==> src/hw/rtl/prfq_pkg.sv <==
// Package for the paced report frame queue: sizes, codes, slot layout and
// the byte-mask helper. No dependencies; prfq_if.sv and the top level use it.
package prfq_pkg;

  // Queue sizing.
  localparam int SLOT_COUNT      = 48;
  localparam int MAX_FRAME_BYTES = 8;
  localparam int IDX_W           = $clog2(SLOT_COUNT);
  localparam int CNT_W           = $clog2(SLOT_COUNT + 1);

  // Field widths of the two channels.
  localparam int OPCODE_W = 2;
  localparam int LEN_W    = 4;
  localparam int BYTES_W  = 64;
  localparam int TIME_W   = 32;
  localparam int STATUS_W = 3;
  localparam int DEPTH_W  = 6;
  localparam int CTR_W    = 32;
  localparam int IVL_W    = 8;

  localparam logic [IVL_W-1:0] IVL_RESET = IVL_W'(8);

  // Opcodes of an input beat.
  localparam logic [OPCODE_W-1:0] OP_ENQUEUE  = 2'd0;
  localparam logic [OPCODE_W-1:0] OP_TICK     = 2'd1;
  localparam logic [OPCODE_W-1:0] OP_COMPLETE = 2'd2;

  // Status codes of a result beat.
  localparam logic [STATUS_W-1:0] ST_QUEUED  = 3'd0;
  localparam logic [STATUS_W-1:0] ST_BAD_LEN = 3'd1;
  localparam logic [STATUS_W-1:0] ST_DROPPED = 3'd2;
  localparam logic [STATUS_W-1:0] ST_SENT    = 3'd3;
  localparam logic [STATUS_W-1:0] ST_NONE    = 3'd4;
  localparam logic [STATUS_W-1:0] ST_DONE    = 3'd5;

  // One queue slot as held in the RAM.
  typedef struct packed {
    logic               target;
    logic [LEN_W-1:0]   len;
    logic [BYTES_W-1:0] bytes;
  } slot_t;

  localparam int SLOT_W = $bits(slot_t);

  // Keeps the bytes below len and clears the rest.
  function automatic logic [BYTES_W-1:0] byte_mask(input logic [LEN_W-1:0] len);
    logic [BYTES_W-1:0] m;
    m = '0;
    for (int i = 0; i < BYTES_W / 8; i++) begin
      if (LEN_W'(i) < len) begin
        m[i*8 +: 8] = 8'hFF;
      end
    end
    return m;
  endfunction

endpackage

==> src/hw/rtl/prfq_if.sv <==
// Channel interfaces of the paced report frame queue: the command channel
// and the result channel. Depends on prfq_pkg.

interface prfq_in_if;
  logic                                 valid;
  logic                                 ready;
  logic [prfq_pkg::OPCODE_W-1:0]        opcode;
  logic                                 target;
  logic [prfq_pkg::LEN_W-1:0]           frame_len;
  logic [prfq_pkg::BYTES_W-1:0]         frame_bytes;
  logic [prfq_pkg::TIME_W-1:0]          now_ms;

  modport source (output valid, opcode, target, frame_len, frame_bytes, now_ms,
                  input ready);
  modport sink   (input valid, opcode, target, frame_len, frame_bytes, now_ms,
                  output ready);
endinterface

interface prfq_out_if;
  logic                                 valid;
  logic                                 ready;
  logic [prfq_pkg::STATUS_W-1:0]        status;
  logic                                 sent_target;
  logic [prfq_pkg::LEN_W-1:0]           sent_len;
  logic [prfq_pkg::BYTES_W-1:0]         sent_bytes;
  logic [prfq_pkg::DEPTH_W-1:0]         fill_level;
  logic [prfq_pkg::CTR_W-1:0]           dropped_total;
  logic [prfq_pkg::CTR_W-1:0]           keyboard_sent_total;
  logic [prfq_pkg::CTR_W-1:0]           mouse_sent_total;

  modport source (output valid, status, sent_target, sent_len, sent_bytes,
                  fill_level, dropped_total, keyboard_sent_total,
                  mouse_sent_total,
                  input ready);
  modport sink   (input valid, status, sent_target, sent_len, sent_bytes,
                  fill_level, dropped_total, keyboard_sent_total,
                  mouse_sent_total,
                  output ready);
endinterface

==> src/hw/rtl/prfq_ram.sv <==
// Generic simple dual-port RAM: one write port, one read port with
// registered read data (old data on a same-address collision). No dependencies.
module prfq_ram #(
  parameter int WIDTH = 8,
  parameter int DEPTH = 16
) (
  input  logic                     clk,
  input  logic                     wr_en,
  input  logic [$clog2(DEPTH)-1:0] wr_addr,
  input  logic [WIDTH-1:0]         wr_data,
  input  logic [$clog2(DEPTH)-1:0] rd_addr,
  output logic [WIDTH-1:0]         rd_data
);

  logic [WIDTH-1:0] mem [DEPTH];

  // Write port and registered read port.
  always_ff @(posedge clk) begin
    if (wr_en) begin
      mem[wr_addr] <= wr_data;
    end
    rd_data <= mem[rd_addr];
  end

endmodule

==> src/hw/rtl/paced_report_frame_queue_unit.sv <==
// Top level of the paced report frame queue: slot RAM, pointers, pacing,
// endpoint busy marks, counters and the result register.
// Depends on prfq_pkg, prfq_if.sv and prfq_ram.
//
//  channel  | direction | handshake     | contents
//  ---------+-----------+---------------+------------------------------------
//  in_ch    | sink      | valid/ready   | opcode, target, frame_len, bytes, now
//  out_ch   | source    | valid/ready   | status, sent frame, depth, counters
//  cfg_*    | input     | write enable  | send_interval_ms
//
// Each beat is accepted and its result is in the result register at the next
// edge, so one beat per cycle is sustained while out_ch
// takes results. The slot RAM is read at the next head address every cycle,
// so the head frame is ready when a tick arrives. in_ch is stalled only while
// a result waits and out_ch is not ready. Reset (rst_n low, synchronous)
// clears pointers, counters and busy marks; the slot RAM is not cleared.
module paced_report_frame_queue_unit (
  input  logic                      clk,
  input  logic                      rst_n,
  prfq_in_if.sink                   in_ch,
  prfq_out_if.source                out_ch,
  input  logic                      cfg_wr_en,
  input  logic [prfq_pkg::IVL_W-1:0] cfg_wr_data
);

  import prfq_pkg::*;

  // Control and data state.
  logic [IDX_W-1:0]    head_r, head_nxt;
  logic [IDX_W-1:0]    tail_r, tail_nxt;
  logic [CNT_W-1:0]    fill_r, fill_nxt;
  logic [TIME_W-1:0]   next_send_r, next_send_nxt;
  logic                kb_busy_r, kb_busy_nxt;
  logic                ms_busy_r, ms_busy_nxt;
  logic [CTR_W-1:0]    drop_cnt_r, drop_cnt_nxt;
  logic [CTR_W-1:0]    kb_cnt_r, kb_cnt_nxt;
  logic [CTR_W-1:0]    ms_cnt_r, ms_cnt_nxt;
  logic [IVL_W-1:0]    interval_r;

  // Head-slot bypass for a write that lands on the slot being read.
  logic                byp_vld_r;
  slot_t               byp_data_r;

  // Result register.
  logic                out_vld_r;
  logic [STATUS_W-1:0] status_r, status_nxt;
  logic                s_target_r, s_target_nxt;
  logic [LEN_W-1:0]    s_len_r, s_len_nxt;
  logic [BYTES_W-1:0]  s_bytes_r, s_bytes_nxt;

  logic                accept;
  logic                len_ok;
  logic                full;
  logic                wr_en;
  slot_t               wr_slot;
  logic [SLOT_W-1:0]   rd_data;
  slot_t               head_slot;
  logic [TIME_W-1:0]   diff;
  logic                head_busy;

  // Handshake: a new beat is taken whenever the result register is free or drains.
  assign in_ch.ready = !out_vld_r || out_ch.ready;
  assign accept      = in_ch.valid && in_ch.ready;

  assign len_ok  = (in_ch.frame_len != '0) && (in_ch.frame_len <= LEN_W'(MAX_FRAME_BYTES));
  assign full    = (fill_r == CNT_W'(SLOT_COUNT));
  assign wr_en   = accept && (in_ch.opcode == OP_ENQUEUE) && len_ok && !full;

  assign wr_slot.target = in_ch.target;
  assign wr_slot.len    = in_ch.frame_len;
  assign wr_slot.bytes  = in_ch.frame_bytes & byte_mask(in_ch.frame_len);

  assign head_slot = byp_vld_r ? byp_data_r : slot_t'(rd_data);
  assign diff      = in_ch.now_ms - next_send_r;
  assign head_busy = head_slot.target ? ms_busy_r : kb_busy_r;

  // Slot store; the read address is the next value of the head pointer.
  prfq_ram #(
    .WIDTH (SLOT_W),
    .DEPTH (SLOT_COUNT)
  ) u_slot_ram (
    .clk     (clk),
    .wr_en   (wr_en),
    .wr_addr (tail_r),
    .wr_data (wr_slot),
    .rd_addr (head_nxt),
    .rd_data (rd_data)
  );

  // Per-beat work: queue, send or complete.
  always_comb begin
    head_nxt      = head_r;
    tail_nxt      = tail_r;
    fill_nxt      = fill_r;
    next_send_nxt = next_send_r;
    kb_busy_nxt   = kb_busy_r;
    ms_busy_nxt   = ms_busy_r;
    drop_cnt_nxt  = drop_cnt_r;
    kb_cnt_nxt    = kb_cnt_r;
    ms_cnt_nxt    = ms_cnt_r;
    status_nxt    = ST_NONE;
    s_target_nxt  = 1'b0;
    s_len_nxt     = '0;
    s_bytes_nxt   = '0;
    if (accept) begin
      case (in_ch.opcode)
        OP_ENQUEUE: begin
          if (!len_ok) begin
            status_nxt = ST_BAD_LEN;
          end else if (full) begin
            drop_cnt_nxt = drop_cnt_r + 1'b1;
            status_nxt   = ST_DROPPED;
          end else begin
            tail_nxt   = (tail_r == IDX_W'(SLOT_COUNT - 1)) ? '0 : tail_r + 1'b1;
            fill_nxt   = fill_r + 1'b1;
            status_nxt = ST_QUEUED;
          end
        end
        OP_TICK: begin
          if ((fill_r != '0) && !diff[TIME_W-1] && !head_busy) begin
            if (head_slot.target) begin
              ms_busy_nxt = 1'b1;
              ms_cnt_nxt  = ms_cnt_r + 1'b1;
            end else begin
              kb_busy_nxt = 1'b1;
              kb_cnt_nxt  = kb_cnt_r + 1'b1;
            end
            s_target_nxt  = head_slot.target;
            s_len_nxt     = head_slot.len;
            s_bytes_nxt   = head_slot.bytes;
            head_nxt      = (head_r == IDX_W'(SLOT_COUNT - 1)) ? '0 : head_r + 1'b1;
            fill_nxt      = fill_r - 1'b1;
            next_send_nxt = in_ch.now_ms + TIME_W'(interval_r);
            status_nxt    = ST_SENT;
          end
        end
        OP_COMPLETE: begin
          if (in_ch.target) begin
            ms_busy_nxt = 1'b0;
          end else begin
            kb_busy_nxt = 1'b0;
          end
          status_nxt = ST_DONE;
        end
        default: begin
          status_nxt = ST_NONE;
        end
      endcase
    end
  end

  // Control state and counters.
  always_ff @(posedge clk) begin
    if (!rst_n) begin
      head_r      <= '0;
      tail_r      <= '0;
      fill_r      <= '0;
      next_send_r <= '0;
      kb_busy_r   <= 1'b0;
      ms_busy_r   <= 1'b0;
      drop_cnt_r  <= '0;
      kb_cnt_r    <= '0;
      ms_cnt_r    <= '0;
      interval_r  <= IVL_RESET;
      byp_vld_r   <= 1'b0;
      out_vld_r   <= 1'b0;
    end else begin
      head_r      <= head_nxt;
      tail_r      <= tail_nxt;
      fill_r      <= fill_nxt;
      next_send_r <= next_send_nxt;
      kb_busy_r   <= kb_busy_nxt;
      ms_busy_r   <= ms_busy_nxt;
      drop_cnt_r  <= drop_cnt_nxt;
      kb_cnt_r    <= kb_cnt_nxt;
      ms_cnt_r    <= ms_cnt_nxt;
      if (cfg_wr_en) begin
        interval_r <= cfg_wr_data;
      end
      byp_vld_r <= wr_en && (tail_r == head_nxt);
      if (accept) begin
        out_vld_r <= 1'b1;
      end else if (out_ch.ready) begin
        out_vld_r <= 1'b0;
      end
    end
  end

  // Payload registers: bypass slot and the result beat.
  always_ff @(posedge clk) begin
    byp_data_r <= wr_slot;
    if (accept) begin
      status_r   <= status_nxt;
      s_target_r <= s_target_nxt;
      s_len_r    <= s_len_nxt;
      s_bytes_r  <= s_bytes_nxt;
    end
  end

  // Result channel; the totals are only updated by an accepted beat.
  assign out_ch.valid               = out_vld_r;
  assign out_ch.status              = status_r;
  assign out_ch.sent_target         = s_target_r;
  assign out_ch.sent_len            = s_len_r;
  assign out_ch.sent_bytes          = s_bytes_r;
  assign out_ch.fill_level          = DEPTH_W'(fill_r);
  assign out_ch.dropped_total       = drop_cnt_r;
  assign out_ch.keyboard_sent_total = kb_cnt_r;
  assign out_ch.mouse_sent_total    = ms_cnt_r;

  // The fill count never passes the queue depth.
  a_fill_bound: assert property (@(posedge clk) disable iff (!rst_n)
    fill_r <= CNT_W'(SLOT_COUNT))
    else $error("fill count beyond queue depth");

  // Empty or full ring: head and tail pointers meet.
  a_ptr_meet: assert property (@(posedge clk) disable iff (!rst_n)
    (fill_r == '0 || fill_r == CNT_W'(SLOT_COUNT)) |-> (head_r == tail_r))
    else $error("head and tail disagree with fill count");

  // A sent frame always carries a legal length.
  a_sent_len: assert property (@(posedge clk) disable iff (!rst_n)
    (out_vld_r && status_r == ST_SENT) |->
      (s_len_r != '0 && s_len_r <= LEN_W'(MAX_FRAME_BYTES)))
    else $error("sent frame with illegal length");

endmodule
==> src/flat_wrapper.sv <==
// flat-port wrapper written by rule: the top's interface ports become plain ports
module paced_report_frame_queue_unit_flat import prfq_pkg::*;
  (clk, rst_n, cfg_wr_en, cfg_wr_data, in_ch_valid, in_ch_opcode, in_ch_target, in_ch_frame_len, in_ch_frame_bytes, in_ch_now_ms, in_ch_ready, out_ch_valid, out_ch_status, out_ch_sent_target, out_ch_sent_len, out_ch_sent_bytes, out_ch_fill_level, out_ch_dropped_total, out_ch_keyboard_sent_total, out_ch_mouse_sent_total, out_ch_ready);
  prfq_in_if in_ch_i ();
  prfq_out_if out_ch_i ();
  input  logic clk;
  input  logic rst_n;
  input  logic cfg_wr_en;
  input  logic [prfq_pkg::IVL_W-1:0] cfg_wr_data;
  input wire logic [$bits(in_ch_i.valid)-1:0] in_ch_valid;
  input wire logic [$bits(in_ch_i.opcode)-1:0] in_ch_opcode;
  input wire logic [$bits(in_ch_i.target)-1:0] in_ch_target;
  input wire logic [$bits(in_ch_i.frame_len)-1:0] in_ch_frame_len;
  input wire logic [$bits(in_ch_i.frame_bytes)-1:0] in_ch_frame_bytes;
  input wire logic [$bits(in_ch_i.now_ms)-1:0] in_ch_now_ms;
  output wire logic [$bits(in_ch_i.ready)-1:0] in_ch_ready;
  output wire logic [$bits(out_ch_i.valid)-1:0] out_ch_valid;
  output wire logic [$bits(out_ch_i.status)-1:0] out_ch_status;
  output wire logic [$bits(out_ch_i.sent_target)-1:0] out_ch_sent_target;
  output wire logic [$bits(out_ch_i.sent_len)-1:0] out_ch_sent_len;
  output wire logic [$bits(out_ch_i.sent_bytes)-1:0] out_ch_sent_bytes;
  output wire logic [$bits(out_ch_i.fill_level)-1:0] out_ch_fill_level;
  output wire logic [$bits(out_ch_i.dropped_total)-1:0] out_ch_dropped_total;
  output wire logic [$bits(out_ch_i.keyboard_sent_total)-1:0] out_ch_keyboard_sent_total;
  output wire logic [$bits(out_ch_i.mouse_sent_total)-1:0] out_ch_mouse_sent_total;
  input wire logic [$bits(out_ch_i.ready)-1:0] out_ch_ready;
  assign in_ch_i.valid = in_ch_valid;
  assign in_ch_i.opcode = in_ch_opcode;
  assign in_ch_i.target = in_ch_target;
  assign in_ch_i.frame_len = in_ch_frame_len;
  assign in_ch_i.frame_bytes = in_ch_frame_bytes;
  assign in_ch_i.now_ms = in_ch_now_ms;
  assign in_ch_ready = in_ch_i.ready;
  assign out_ch_valid = out_ch_i.valid;
  assign out_ch_status = out_ch_i.status;
  assign out_ch_sent_target = out_ch_i.sent_target;
  assign out_ch_sent_len = out_ch_i.sent_len;
  assign out_ch_sent_bytes = out_ch_i.sent_bytes;
  assign out_ch_fill_level = out_ch_i.fill_level;
  assign out_ch_dropped_total = out_ch_i.dropped_total;
  assign out_ch_keyboard_sent_total = out_ch_i.keyboard_sent_total;
  assign out_ch_mouse_sent_total = out_ch_i.mouse_sent_total;
  assign out_ch_i.ready = out_ch_ready;
  paced_report_frame_queue_unit u_core (.clk(clk), .rst_n(rst_n), .in_ch(in_ch_i), .out_ch(out_ch_i), .cfg_wr_en(cfg_wr_en), .cfg_wr_data(cfg_wr_data));
endmodule
==> config.mk <==
export PLATFORM = sky130hd
export DESIGN_NAME = paced_report_frame_queue_unit_flat
export DESIGN_NICKNAME = d
export VERILOG_FILES = /design/src/hw/rtl/prfq_pkg.sv /design/src/hw/rtl/prfq_if.sv /design/src/hw/rtl/prfq_ram.sv /design/src/hw/rtl/paced_report_frame_queue_unit.sv /design/src/flat_wrapper.sv
export SDC_FILE = /design/constraint.sdc
export NUM_CORES = 2
export LEC_CHECK = 0
export ABC_CLOCK_PERIOD_IN_PS = 10400
export BUFFER_PORTS_ARGS = -buffer_cell sky130_fd_sc_hd__buf_2
export CAP_MARGIN = 25
export CORE_MARGIN = 4
export CORE_UTILIZATION = 25
export CTS_CLUSTER_DIAMETER = 150
export DETAILED_ROUTE_END_ITERATION = 12
export GPL_ROUTABILITY_DRIVEN = 0
export RECOVER_POWER = 50
export REMOVE_ABC_BUFFERS = 1
export SLEW_MARGIN = 30
export SYNTH_ARGS = -nofsm -noshare
export SYNTH_HDL_FRONTEND = slang
export SYNTH_HIERARCHICAL = 1
export SYNTH_SLANG_ARGS = --single-unit
==> constraint.sdc <==
create_clock -name clk -period 10.4 [get_ports clk]
set_input_delay 1.56 -clock clk [delete_from_list [all_inputs] [get_ports clk]]
set_output_delay 1.56 -clock clk [all_outputs]
set_load 0.02 [all_outputs]
# Word level (Yosys, flattened, before mapping)
# Memory sizes are Yosys's and may differ from the RTL's. A register that Yosys moved wholly into a read port is not among the register bits.
# Cells that the tools add are included.
# word_totals
reg_bits,299
mem_bits_rw,3312
out_inout_bits,176
word_cells,117
n_memories,1
# classes
n_addsub,9
n_lt_le_gt_ge,9
eq_ne,13
muxes,35
bitwise,3
reduce_logical,28
# mem_list
memory,depth,word_bits,read_ports,rd_ports_with_merged_regs,wr,line,source
u_core.u_slot_ram.mem,48,69,1,1,1,prfq_ram.sv:15,logic [WIDTH-1:0] mem [DEPTH];
# op_table
operator,n
$add A32 B1 Y32 const B,3
$mux W69,1
$and A64 B64 Y64,1
$mux W8,8
$mux W6,8
$add A32 B8 Y32,1
$sub A32 B32 Y32,1
$add A6 B1 Y6 const B,3
$eq A6 B6 Y1 const B,3
$lt A3 B4 Y1 const A,4
$reduce_and A4 Y1,4
$reduce_and A5 Y1,3
$pmux W6 S2,1
$mux W1,11
$pmux W3 S3,1
$logic_and A1 B1 Y1,8
$lt A1 B4 Y1 const A,2
$lt A2 B4 Y1 const A,2
$ne A2 B2 Y1 const B,4
$eq A6 B6 Y1,1
$mux W3,2
$ne A2 B1 Y1 const B,3
$reduce_bool A2 Y1,3
$reduce_bool A6 Y1,1
13 further kinds,18

# Longest topological paths before layout
# logic_depth
ltp_word,9
depth_mapped,23

# By module
# Netlist, hierarchy kept.
# by_module_without_submodules
mod,instances,cells_each,area_each_um2,seq_area_each_um2
prfq_ram,1,5489,127282.1,100836.7
paced_report_frame_queue_unit,1,1421,13884.6,6706.4

# Least setup slack after synthesis
# No wires, ideal clock.
# synth_path
kind,input -> register
startpoint,input port out_ch_ready
endpoint,"memory u_core/u_slot_ram/mem[32][0] in the netlist's numbering, enable pin"
setup_ns,0.581
arrival_time_ns,7.741
required_ns,9.819
setup_slack_ns,2.078
path_stages,7
n_path_buf,0
path_cell_list,nand2b_1 nor3b_1 nand2_1 nor2_1 and3b_1 nand2_1 nor3_1
# synth_between
elab_chain_len,7
# synth_rtl
element,line,source
start: declaration,flat_wrapper.sv:26,input wire logic [$bits(out_ch_i.ready)-1:0] out_ch_ready;
$logic_or A1 B1 Y1,paced_report_frame_queue_unit.sv:62,assign in_ch.ready = !out_vld_r || out_ch.ready;
$logic_and A1 B1 Y1,paced_report_frame_queue_unit.sv:63,assign accept = in_ch.valid && in_ch.ready;
$logic_and A1 B1 Y1 (3 in series),paced_report_frame_queue_unit.sv:67,assign wr_en = accept && (in_ch.opcode == OP_ENQUEUE) && len_ok && !full;
net u_core.wr_en,paced_report_frame_queue_unit.sv:54,logic wr_en;
$mux W1,prfq_ram.sv:19,if (wr_en) begin
$mux W1 (not written as such),prfq_ram.sv:20,mem[wr_addr] <= wr_data;
end: declaration,prfq_ram.sv:15,
# The timed path passes the listed nets, and every way through them passes these cells.

# Worst setup path in the final report
# layout_path
startpoint,input port in_ch_frame_len[2]
endpoint,"memory u_core/u_slot_ram/mem[25][27] in the netlist's numbering, enable pin"
# layout_between
elab_chain_len,6
word_cells_on_any_way,7
cone_classes,order compare: 1; mux: 2; reduce/logical: 4
# layout_rtl
element,line,source
start: declaration,flat_wrapper.sv:13,input wire logic [$bits(in_ch_i.frame_len)-1:0] in_ch_frame_len;
$le A4 B4 Y1 or $reduce_bool A4 Y1 (tied branches),paced_report_frame_queue_unit.sv:65,assign len_ok = (in_ch.frame_len != '0) && (in_ch.frame_len <= LEN_W'(MAX_FRAME_BYTES));
$logic_and A1 B1 Y1 *,paced_report_frame_queue_unit.sv:65,
$logic_and A1 B1 Y1 * (2 in series),paced_report_frame_queue_unit.sv:67,
net u_core.wr_en,paced_report_frame_queue_unit.sv:54,
$mux W1 *,prfq_ram.sv:19,
$mux W1 (not written as such) *,prfq_ram.sv:20,
# Mark *: on every way through the listed nets, which the timed path passes. The rest lies on a longest branch.

==> results by group <==
Run status
  – Status: finished, violations left
  – Failing checks: max-capacitance violations, max-slew violations

Synthesis
  – Ys flop type: edfxtp_1
  – Post-synth EDFFs: 3384
  – Avg Inst Size Synth: 20.43 µm²
  – Simple-gate portion of the synthesized area: 2.984%
  – Post-synthesis mux area share: 14.81%
  – Main combinational cell family by area after synthesis: multiplexers
  – Netlist cell types: 77
  – Adder-cell share of the synthesized area: 0.4449%
  – Gate Count Post-Synth: 6910
  – Synth Register Bits: 3680
  – Xor/xnor share of the synthesized area: 0.7755%
  – Sequential area share after synthesis: 76.18%
  – Post-synthesis compound-gate area fraction: 3.259%
  – Ys async rst share: 0%
  – Mapped Area: 0.1412 mm²
  – YS warnings: 6

Clock tree
  – Clock buffer depth: 4
  – Worst-Skew Late Latency: 970 ps
  – Setup Fix Bufs, Post-CTS: 0
  – CTS clk-pin slew, worst paths: 60 ps
  – Cts hold-fix bufs: 0
  – CTS resizes: 0
  – CTS tree: done
  – Root Driver: clkbuf_16
  – Clock Sinks: 3680
  – TritonCTS Buffers: 367
  – # H-tree levels: 5

Power and ir drop
  – Total Power: 0.03013 W
  – Part of the power in combinational logic: 2.2%
  – Peak VDD IR: 144.1 µV
  – Power Internal: 0.02402 W
  – Switching part of the total: 20.30%
  – Clock power frac: 43.8%
  – Leak: 47.76 nW
  – Pwr per Cell Area: 183.1 mW/mm²
  – Sequential share of power: 54.0%
  – Switching power: 0.006116 W

STA
  – Period minus WS final: 8428 ps
  – Final worst setup slack: 1972 ps
  – Clock skew: 88.20 ps
  – RSZ-0062 raised after global routing: no
  – Fin. max-slew vios: 3285
  – Fin Hold WS: 462.5 ps
  – Achievable Freq: 118.7 MHz
  – Final worst-path cycle share: 81.04%
  – Worst-Margin Slew: 3870 ps
  – Final setup viols: 0
  – Max_slew headroom: -158.0%
  – Endpoints failing hold: 0

Hold path
  – Hold Path Origin: u_core/kb_busy_r
  – Hold Path Stages: 2
  – Worst hold path endpoint: u_core/kb_busy_r
  – Worst hold path type: reg2reg

Setup path
  – Worst r2r path cells: 13
  – CP required: 10900 ps
  – Max Fanout on Critical Path: 56
  – Arrival @ worst endpoint: 8930 ps
  – Setup Crit Path Kind: in2reg
  – Critical path endpoint category: flip-flop
  – Startpoint class of the critical path: input pin
  – Reg2reg start: u_core/out_ch.valid
  – Worst reg2reg path endpoint: u_core/u_slot_ram/rd_data[43]
  – Slack of the worst reg-to-reg path: 2610 ps

Finish
  – Commonest non-fill, non-tap cell in the layout: edfxtp_1
  – Design area: 0.1646 mm²
  – Fillers: 54500
  – Register area: 0.1075 mm²
  – Area growth syn-to-layout: 16.60%
  – Multi-input gate area: 0.03199 mm²
  – Nets: 7608
  – Most frequent cells in the layout: edfxtp_1 (3384), mux4_2 (751), mux2i_1 (378), clkbuf_16 (375), clkbuf_1 (352)
  – Share of cells above drive strength 1: 21.73%

Floorplan
  – Initial Util: 25.12%
  – Die W: 759.4 µm
  – Core footprint: 0.5619 mm²
  – Io pins: 292
  – Total die area: 0.5767 mm²
  – Rows: 275
  – Die height: 759.4 µm

Detailed routing
  – DRC: 0
  – Drt total wl: 416900 µm
  – Routed via count divided by cell count: 4.866
  – Routed wire length per instance: 27.35 µm
  – Post-route ant nets: 0
  – DR vias: 74180
  – Iteration-0 DRC count of the detailed router: 9530
  – TritonRoute pass-1 iters: 6

Placement
  – Post-place setup slack: 2732 ps
  – Hpwl dp: 222600 µm
  – Port bufs: 291
  – Dpl cell area: 0.1531 mm²

GRT
  – Largest net degree at the start of global routing: 148
  – Vias in the first global route: 73800
  – First-pass GRT wire length: 581900 µm
  – Total grt overflow: 0
  – GR Util All Layers: 13.91%
  – Initial antenna violation count: 28

Run
  – Max Cap Violations: 70
==> registers in the layout, summed over array words and instances, names as in the netlist, 3 cells and up <==
| register | cells |
|---|---|
| u_core/byp_data_r | 69 |
| u_core/head_r | 6 |
| u_core/interval_r | 8 |
| u_core/next_send_r | 32 |
| u_core/out_ch.dropped_total | 32 |
| u_core/out_ch.fill_level | 6 |
| u_core/out_ch.keyboard_sent_total | 32 |
| u_core/out_ch.mouse_sent_total | 32 |
| u_core/out_ch.sent_bytes | 64 |
| u_core/out_ch.sent_len | 4 |
| u_core/out_ch.status | 3 |
| u_core/tail_r | 6 |
| u_core/u_slot_ram/mem | 3312 |
| u_core/u_slot_ram/rd_data | 69 |
==> routing by layer <==
layer  track usage, %  part of all wire [%]  up-vias
met5                0                0.0082        -
met1            19.47                    41    40020
met4            3.623                   3.0        6
met2            22.41                    47     3850
li1                 -                     -    29600
met3            2.336                   9.1      703
==> worst max-delay path by stage <==
stage	start	to	slack [ps]	cells after the start
final	in_ch_frame_len[2]	u_core/u_slot_ram/mem[25][27]	1970	13
after global routing	in_ch_frame_len[3]	u_core/u_slot_ram/mem[23][50]	1560	6
after floorplan	u_core/byp_vld_r	u_core/u_slot_ram/rd_data[60]	-20170	13
after detailed placement	in_ch_now_ms[20]	u_core/u_slot_ram/rd_data[16]	2730	16
after global placement	in_ch_now_ms[4]	u_core/u_slot_ram/rd_data[32]	2550	15
after CTS	u_core/byp_vld_r	u_core/u_slot_ram/rd_data[16]	3670	13
==> through the flow <==
stage	utilization (%)	std cells	setup TNS (ps)
6_report	29.30	15250	0
5_1_grt	29.29	15240	0
4_1_cts	29.39	15230	0
3_5_place_dp	27.25	14540	0
3_3_place_gp	27.18	14530	0
2_1_floorplan	-	6545	-1370510
==> layout make-up <==
| class | instances | area share, % |
|---|---|---|
| flip-flops and latches | 3680 | 65.34 |
| multi-input cells | 2797 | 19.43 |
| clock buffers | 509 | 6.256 |
| well taps | 7479 | 5.685 |
| repair buffers | 529 | 2.080 |
| clock inverters | 175 | 1.035 |
| inverters | 68 | 0.1634 |
| diodes | 8 | 0.01216 |
==> critical path, stage by stage <==
cell and delay [ps]:
clkbuf_1 250, clkbuf_1 2020, nor4_1 650, clkbuf_1 730
nor3_2 550, nand2_1 130, nor2_1 250, buf_4 270
nor2b_1 280, nand2_1 310, nor2_4 160, buf_4 810
buf_4 870
==> power groups by stage <==
stage | Combinational (W) | Sequential, W | Clock, W
after global placement | 0.000665 | 0.0166 | 0
after detailed placement | 0.000693 | 0.0166 | 0
after CTS | 0.000694 | 0.0163 | 0.0134
final | 0.000655 | 0.0163 | 0.0132
after global routing | 0.000720 | 0.0163 | 0.0141
after floorplan | 0.000481 | 0.0166 | 0
==> synth_stat cells, types with 28 or more instances <==
cell      number  area [µm²]
nand4_1       41       256.5
buf_2         74       370.4
nand2_1      157       589.3
o21ai_0      115       575.6
dfxtp_1      296        5926
o21ai_1       31       155.2
buf_1         33       123.9
inv_1         67       251.5
edfxtp_1    3384      101600
xnor2_1       70       613.1
ha_1          47       588.1
clkbuf_1     174       653.1
nand3_1       55       275.3
buf_4         43       322.8
buf_6         39       439.2
a221o_1       61       610.6
nor2b_1       84       525.5
nor3_1        40       200.2
o22ai_1      158       988.5
mux4_2       751       16910
nor4_1        28       175.2
xor2_1        55       481.7
a21oi_1       64       320.3
o221ai_1      57       499.2
mux2i_1      379        3794
or3_1         32       200.2
a22o_1        34       297.8
nor2_1       186       698.2
and2_1       116       725.7
==> cell families (layout without fill, tap and decap cells) <==
group	Yosys count	in the layout
fa+ha+maj	49	49
xor+xnor	125	125
simple gates	818	818
compound gates	658	658
flops	3680	3680
mux	1147	1147
buf+inv	433	1281
other cells	0	8
Note: power is estimated with default switching activity, not from simulation.
